===== src/sv/pssm_pkg.sv =====
// ----------------------------------------------------------------------------
// pssm_pkg: shared types and codes for the packet slot status manager
// Word layouts, operation codes, slot status codes and outcome codes.
// ----------------------------------------------------------------------------
package pssm_pkg;

    // Number of packet buffer slots. The slot index fields are three bits wide,
    // so the slot count stays at or below eight.
    localparam int SLOT_COUNT  = 8;
    localparam int SLOT_IDX_W  = 3;
    localparam int OPCODE_W    = 3;
    localparam int OUTCOME_W   = 2;
    localparam int STATUS_W    = 2;

    // Operation codes
    localparam logic [OPCODE_W-1:0] OP_ALLOCATE        = 3'd0;
    localparam logic [OPCODE_W-1:0] OP_FREE            = 3'd1;
    localparam logic [OPCODE_W-1:0] OP_MARK_RECEIVED   = 3'd2;
    localparam logic [OPCODE_W-1:0] OP_GET_RECEIVED    = 3'd3;
    localparam logic [OPCODE_W-1:0] OP_MARK_PROCESSING = 3'd4;

    // Slot status codes
    localparam logic [STATUS_W-1:0] ST_FREE       = 2'd0;
    localparam logic [STATUS_W-1:0] ST_ALLOCATED  = 2'd1;
    localparam logic [STATUS_W-1:0] ST_RECEIVED   = 2'd2;
    localparam logic [STATUS_W-1:0] ST_PROCESSING = 2'd3;

    // Outcome codes
    localparam logic [OUTCOME_W-1:0] OUT_OK    = 2'd0;
    localparam logic [OUTCOME_W-1:0] OUT_NONE  = 2'd1;
    localparam logic [OUTCOME_W-1:0] OUT_WRONG = 2'd2;

    typedef struct packed {
        logic [OPCODE_W-1:0]   opcode;
        logic [SLOT_IDX_W-1:0] slot_index;
    } in_word_t;

    typedef struct packed {
        logic [SLOT_IDX_W-1:0] result_slot;
        logic [OUTCOME_W-1:0]  outcome;
    } out_word_t;

endpackage


===== src/sv/packet_slot_status_manager_core.sv =====
// ----------------------------------------------------------------------------
// packet_slot_status_manager_core: first-fit slot allocator with status
// Tracks a two-bit status per packet buffer slot and serves one operation
// per input word, answering with a slot index and an outcome.
// ----------------------------------------------------------------------------
// Usage:
//   Input channel (s_valid / s_ready / s_data) carries one operation word:
//   opcode and the addressed slot. Result channel (m_valid / m_ready /
//   m_data) returns exactly one word per operation: result slot and outcome.
//   Each word passes through the input register, then the result register.
//   Throughput: one word per cycle while the receiver takes results. The
//   lowest-slot search and the status update for a word are done
//   combinationally between the input register and the result register,
//   so each word sees the slot state left by the word before it.
//   Reset (aresetn low, synchronous) marks every slot free and empties both
//   pipeline registers.
//   When the receiver stalls, the result register holds its word; the input
//   register still takes one more word, after which s_ready drops until the
//   result is taken. No word is lost or repeated.
// ----------------------------------------------------------------------------
module packet_slot_status_manager_core (
    input  logic                 aclk,
    input  logic                 aresetn,
    input  logic                 s_valid,
    output logic                 s_ready,
    input  pssm_pkg::in_word_t   s_data,
    output logic                 m_valid,
    input  logic                 m_ready,
    output pssm_pkg::out_word_t  m_data
);
    import pssm_pkg::*;

    // Pipeline registers
    logic      in_valid_reg;
    in_word_t  in_word_reg;
    logic      out_valid_reg;
    out_word_t out_word_reg;

    // Slot status table
    logic [STATUS_W-1:0] status_reg  [SLOT_COUNT];
    logic [STATUS_W-1:0] status_next [SLOT_COUNT];

    logic      advance;
    out_word_t result;

    // Lowest-slot search results
    logic                  free_found;
    logic [SLOT_IDX_W-1:0] free_slot;
    logic                  recv_found;
    logic [SLOT_IDX_W-1:0] recv_slot;

    logic                  idx_valid;
    logic [STATUS_W-1:0]   cur_status;

    // Advance the word in the input register whenever the result register is
    // empty or is being drained this cycle.
    assign advance = in_valid_reg && (!out_valid_reg || m_ready);
    assign s_ready = !in_valid_reg || advance;
    assign m_valid = out_valid_reg;
    assign m_data  = out_word_reg;

    // Priority search: scan from the top down so the lowest match wins.
    always_comb begin
        free_found = 1'b0;
        free_slot  = '0;
        recv_found = 1'b0;
        recv_slot  = '0;
        for (int i = SLOT_COUNT - 1; i >= 0; i--) begin
            if (status_reg[i] == ST_FREE) begin
                free_found = 1'b1;
                free_slot  = SLOT_IDX_W'(i);
            end
            if (status_reg[i] == ST_RECEIVED) begin
                recv_found = 1'b1;
                recv_slot  = SLOT_IDX_W'(i);
            end
        end
    end

    // Addressed slot lookup; an index past the table reads as free.
    always_comb begin
        idx_valid  = {1'b0, in_word_reg.slot_index} < (SLOT_IDX_W + 1)'(SLOT_COUNT);
        cur_status = ST_FREE;
        for (int i = 0; i < SLOT_COUNT; i++) begin
            if (in_word_reg.slot_index == SLOT_IDX_W'(i)) begin
                cur_status = status_reg[i];
            end
        end
    end

    // Operation decode and status update.
    always_comb begin
        logic                  wr_en;
        logic [SLOT_IDX_W-1:0] wr_slot;
        logic [STATUS_W-1:0]   wr_status;

        wr_en              = 1'b0;
        wr_slot            = in_word_reg.slot_index;
        wr_status          = ST_FREE;
        result.result_slot = in_word_reg.slot_index;
        result.outcome     = OUT_WRONG;

        unique case (in_word_reg.opcode)
            OP_ALLOCATE: begin
                if (free_found) begin
                    wr_en              = 1'b1;
                    wr_slot            = free_slot;
                    wr_status          = ST_ALLOCATED;
                    result.result_slot = free_slot;
                    result.outcome     = OUT_OK;
                end else begin
                    result.result_slot = '0;
                    result.outcome     = OUT_NONE;
                end
            end
            OP_FREE: begin
                if (idx_valid && cur_status != ST_FREE) begin
                    wr_en          = 1'b1;
                    wr_status      = ST_FREE;
                    result.outcome = OUT_OK;
                end
            end
            OP_MARK_RECEIVED: begin
                if (idx_valid && cur_status == ST_ALLOCATED) begin
                    wr_en          = 1'b1;
                    wr_status      = ST_RECEIVED;
                    result.outcome = OUT_OK;
                end
            end
            OP_GET_RECEIVED: begin
                result.result_slot = recv_found ? recv_slot : '0;
                result.outcome     = recv_found ? OUT_OK : OUT_NONE;
            end
            OP_MARK_PROCESSING: begin
                if (idx_valid && (cur_status == ST_RECEIVED ||
                                  cur_status == ST_ALLOCATED)) begin
                    wr_en          = 1'b1;
                    wr_status      = ST_PROCESSING;
                    result.outcome = OUT_OK;
                end
            end
            default: begin
                // Unused opcode: no change, report wrong state.
            end
        endcase

        for (int i = 0; i < SLOT_COUNT; i++) begin
            status_next[i] = status_reg[i];
            if (advance && wr_en && wr_slot == SLOT_IDX_W'(i)) begin
                status_next[i] = wr_status;
            end
        end
    end

    always_ff @(posedge aclk) begin
        if (!aresetn) begin
            in_valid_reg  <= 1'b0;
            out_valid_reg <= 1'b0;
            for (int i = 0; i < SLOT_COUNT; i++) begin
                status_reg[i] <= ST_FREE;
            end
        end else begin
            // Capture a new word whenever the input register frees up.
            if (s_ready) begin
                in_valid_reg <= s_valid;
            end
            // Load the result on advance; drop it once taken.
            if (advance) begin
                out_valid_reg <= 1'b1;
            end else if (m_ready) begin
                out_valid_reg <= 1'b0;
            end
            status_reg <= status_next;
        end
    end

    // Payload registers carry no reset.
    always_ff @(posedge aclk) begin
        if (s_ready && s_valid) begin
            in_word_reg <= s_data;
        end
        if (advance) begin
            out_word_reg <= result;
        end
    end

endmodule

===== config.mk =====
export PLATFORM = sky130hd
export DESIGN_NAME = packet_slot_status_manager_core
export DESIGN_NICKNAME = d
export VERILOG_FILES = /design/src/sv/pssm_pkg.sv /design/src/sv/packet_slot_status_manager_core.sv
export SDC_FILE = /design/constraint.sdc
export NUM_CORES = 1
export LEC_CHECK = 0
export ABC_CLOCK_PERIOD_IN_PS = 3100
export BUFFER_PORTS_ARGS = -buffer_cell sky130_fd_sc_hd__buf_4
export CORE_UTILIZATION = 25
export DETAILED_ROUTE_END_ITERATION = 16
export GPL_TIMING_DRIVEN = 0
export SYNTH_ARGS = -nofsm -noshare
export SYNTH_HDL_FRONTEND = slang
export SYNTH_SLANG_ARGS = --single-unit

===== constraint.sdc =====
create_clock -name aclk -period 3.1 [get_ports aclk]
set_clock_uncertainty 0.15 [all_clocks]
set_input_delay 0.31 -clock aclk [delete_from_list [all_inputs] [get_ports aclk]]
set_output_delay 0.31 -clock aclk [all_outputs]
set_load 0.02 [all_outputs]

==> impl_metrics.toml <==
[timing]
slew_headroom_pct = 65.6
final-setup-viol-count = 0
rsz0062_at_grt = "true"
post-route-min-period_ps = 2980
worst_pin_slew_ps = 516
finalHoldViolCount = 0
drv_slew = 0
period_share_pct = 96.1
fmax_mhz = 336

[finish]
antenna_cells = 0
final_layout_size_suffix_gt1_share_pct = 32.7
areaGrowthSynthToFinish_pct = 23.6
fin_nets = 216
fillers = 715
fin_util_pct = 32.5
register_area_um2 = 691
multi_input_area_um2 = 1130
largest_register_ffs = 16

[global_routing]
grt_max_degree = 11
grt.total_usage_pct = 12.0
gr-total-overflow = 0
antenna_found_initial = 0
grt_pass1_vias = 1392
grt_pass1_wl_mm = 6.85

[routing]
avgRoutedWirePerCell_um = 14.4
ant_nets = 0
wl_mm = 4.34
vias_per_cell = 4.94
vias = 1488
first_pass_iters = 4
first_iter_violations = 125
drc = 0

[floorplan]
rows = 30
chipWidth_um = 87.3
core_area_um2 = 6910
die_h_um = 87.3
start_util_pct = 26.3
top_level_ports = 17
fp.dieArea_um2 = 7620

[setup_path]
reg2reg_setup_slack_ps = 120
crit_required_ps = 3150
arrival_ps = 3030
crit_type = "reg2reg"
critPathLaunchType = "register"
cp_max_fo = 4
crit_path_end_kind = "register"

[placed_design]
place.gp.congestion = 0.811
dpl.hpwl_mm = 3.17
io_buffers = 15

[run_status]
outcome = "completed"

[synth]
post-synth-top-count-cell = "dfxtp_1"
synth_edf_count = 11
yosys_warnings = 0
synthDominantCellAreaShare_pct = 19.8
syn_inst = 176
yosys.area.top_type = "dfxtp_1"
synth_common_cells = "dfxtp_1, nand2_1, nor2_1"
ys_ff_latch = 29
synth_top_cells_by_area = "dfxtp_1, edfxtp_1, mux2i_1"
synth_cell_type_count = 46
synthArstFlopShare_pct = 0
synth_ff_type = "dfxtp_1"
syn_nets = 188
syn_area_um2 = 1820
ys_seq_area_share_pct = 38.0
avgSynthCellArea_um2 = 10.3

[cts]
clk-insertion-delay-late_ps = 280
htreeDepth = 2
path_clk_slew_ps = 70
clock_path_buffers = 2
cts_tree = "yes"
cts_buffers = 5
clkSinkCount = 29
root_buffer = "clkbuf_8"

[power]
powerDensity_nw_per_um2 = 362
leakage_nw = 0.830
worst_ir_drop_vdd_uv = 101
power.total_mw = 0.814

[run]
drv_cap = 0

[hold_path]
hold_class = "in2reg"
final cells by class:
class,instances,share of cell area (%)
clock buffers,6,3.23
clock inverters,2,0.445
repair buffers,23,7.68
multi-input cells,135,50.4
well taps,96,5.35
inverters,4,0.668
flip-flops and latches,29,30.7
plain buffers,6,1.50
metrics by stage:
step | hold WS (ps) | TNS (ps) | instances | instance area (um2) | setup WS (ps)
after global routing | 39.8 | -31.4 | 301 | 2250 | -31.4
final | 47.0 | 0 | 301 | 2250 | 121
after CTS | 41.5 | 0 | 299 | 2190 | 24.3
after floorplan | 259 | 0 | 176 | 1820 | 0.535
after global placement | 340 | -7330 | 287 | 2050 | -485
after detailed placement | 340 | -7500 | 287 | 2050 | -495
timing repair:
action	CTS	global route
hold buffers	0	0
buffers inserted	6	2
pin swaps	0	5
resized for setup	2	7
endpoints found under the setup margin	16	16
worst max-delay path, cell delays in order, from the launching register on:
cell and delay, ps:
edfxtp_1 440, buf_4 150, mux4_2 530, mux2i_4 200, ha_4 240, nor4b_4 310, nor3_2 90, o32ai_4 230
nand3_2 200, nor2_2 180, mux2i_1 180
layer usage:
layer	vias to the layer above	routed length, um	global-route usage, %
met2	36	2030	18.4
li1	733	-	-
met5	-	0	0
met1	711	2040	16.1
met4	0	83	4.32
met3	8	196	3.51
worst paths after layout:
path / depth (start not counted) / startpoint / end
worst min register to register: 2 / status_reg[7] / status_reg[7]
worst min-delay path: 1 / s_data[2] / in_word_reg[2]
worst max-delay path: 10 / in_word_reg[0] / status_reg[15]
worst max register to register: 10 / in_word_reg[0] / status_reg[15]
power by group:
| group | total (mW) | internal (mW) | switching [mW] |
|---|---|---|---|
| sequential | 0.417 | 0.407 | 0.0104 |
| combinational | 0.0933 | 0.0432 | 0.0501 |
| clock | 0.303 | 0.155 | 0.148 |
| total | 0.814 | 0.605 | 0.209 |
cells by family after synthesis:
kind of cell	count (synthesis)	share of synthesized area, %
buffers and inverters	12	3.10
muxes	14	10.5
and+or+nand+nor	70	23.1
adders and majority gates	2	1.38
AOI/OAI and AO/OA	49	24.0
DFF	29	38.0
layout by cell type (no fill, tap or decap), types with 7 or more instances in the layout:
cell type / Yosys / layout
mux2i_1: 9 / 8
buf_4: 0 / 23
nor2_1: 12 / 12
edfxtp_1: 11 / 11
dfxtp_1: 18 / 18
nor2_2: 8 / 7
nand2_1: 16 / 16
nor2b_1: 10 / 10
a21oi_1: 8 / 8
o221a_1: 8 / 8
Note: power is estimated with default switching activity, not from simulation.
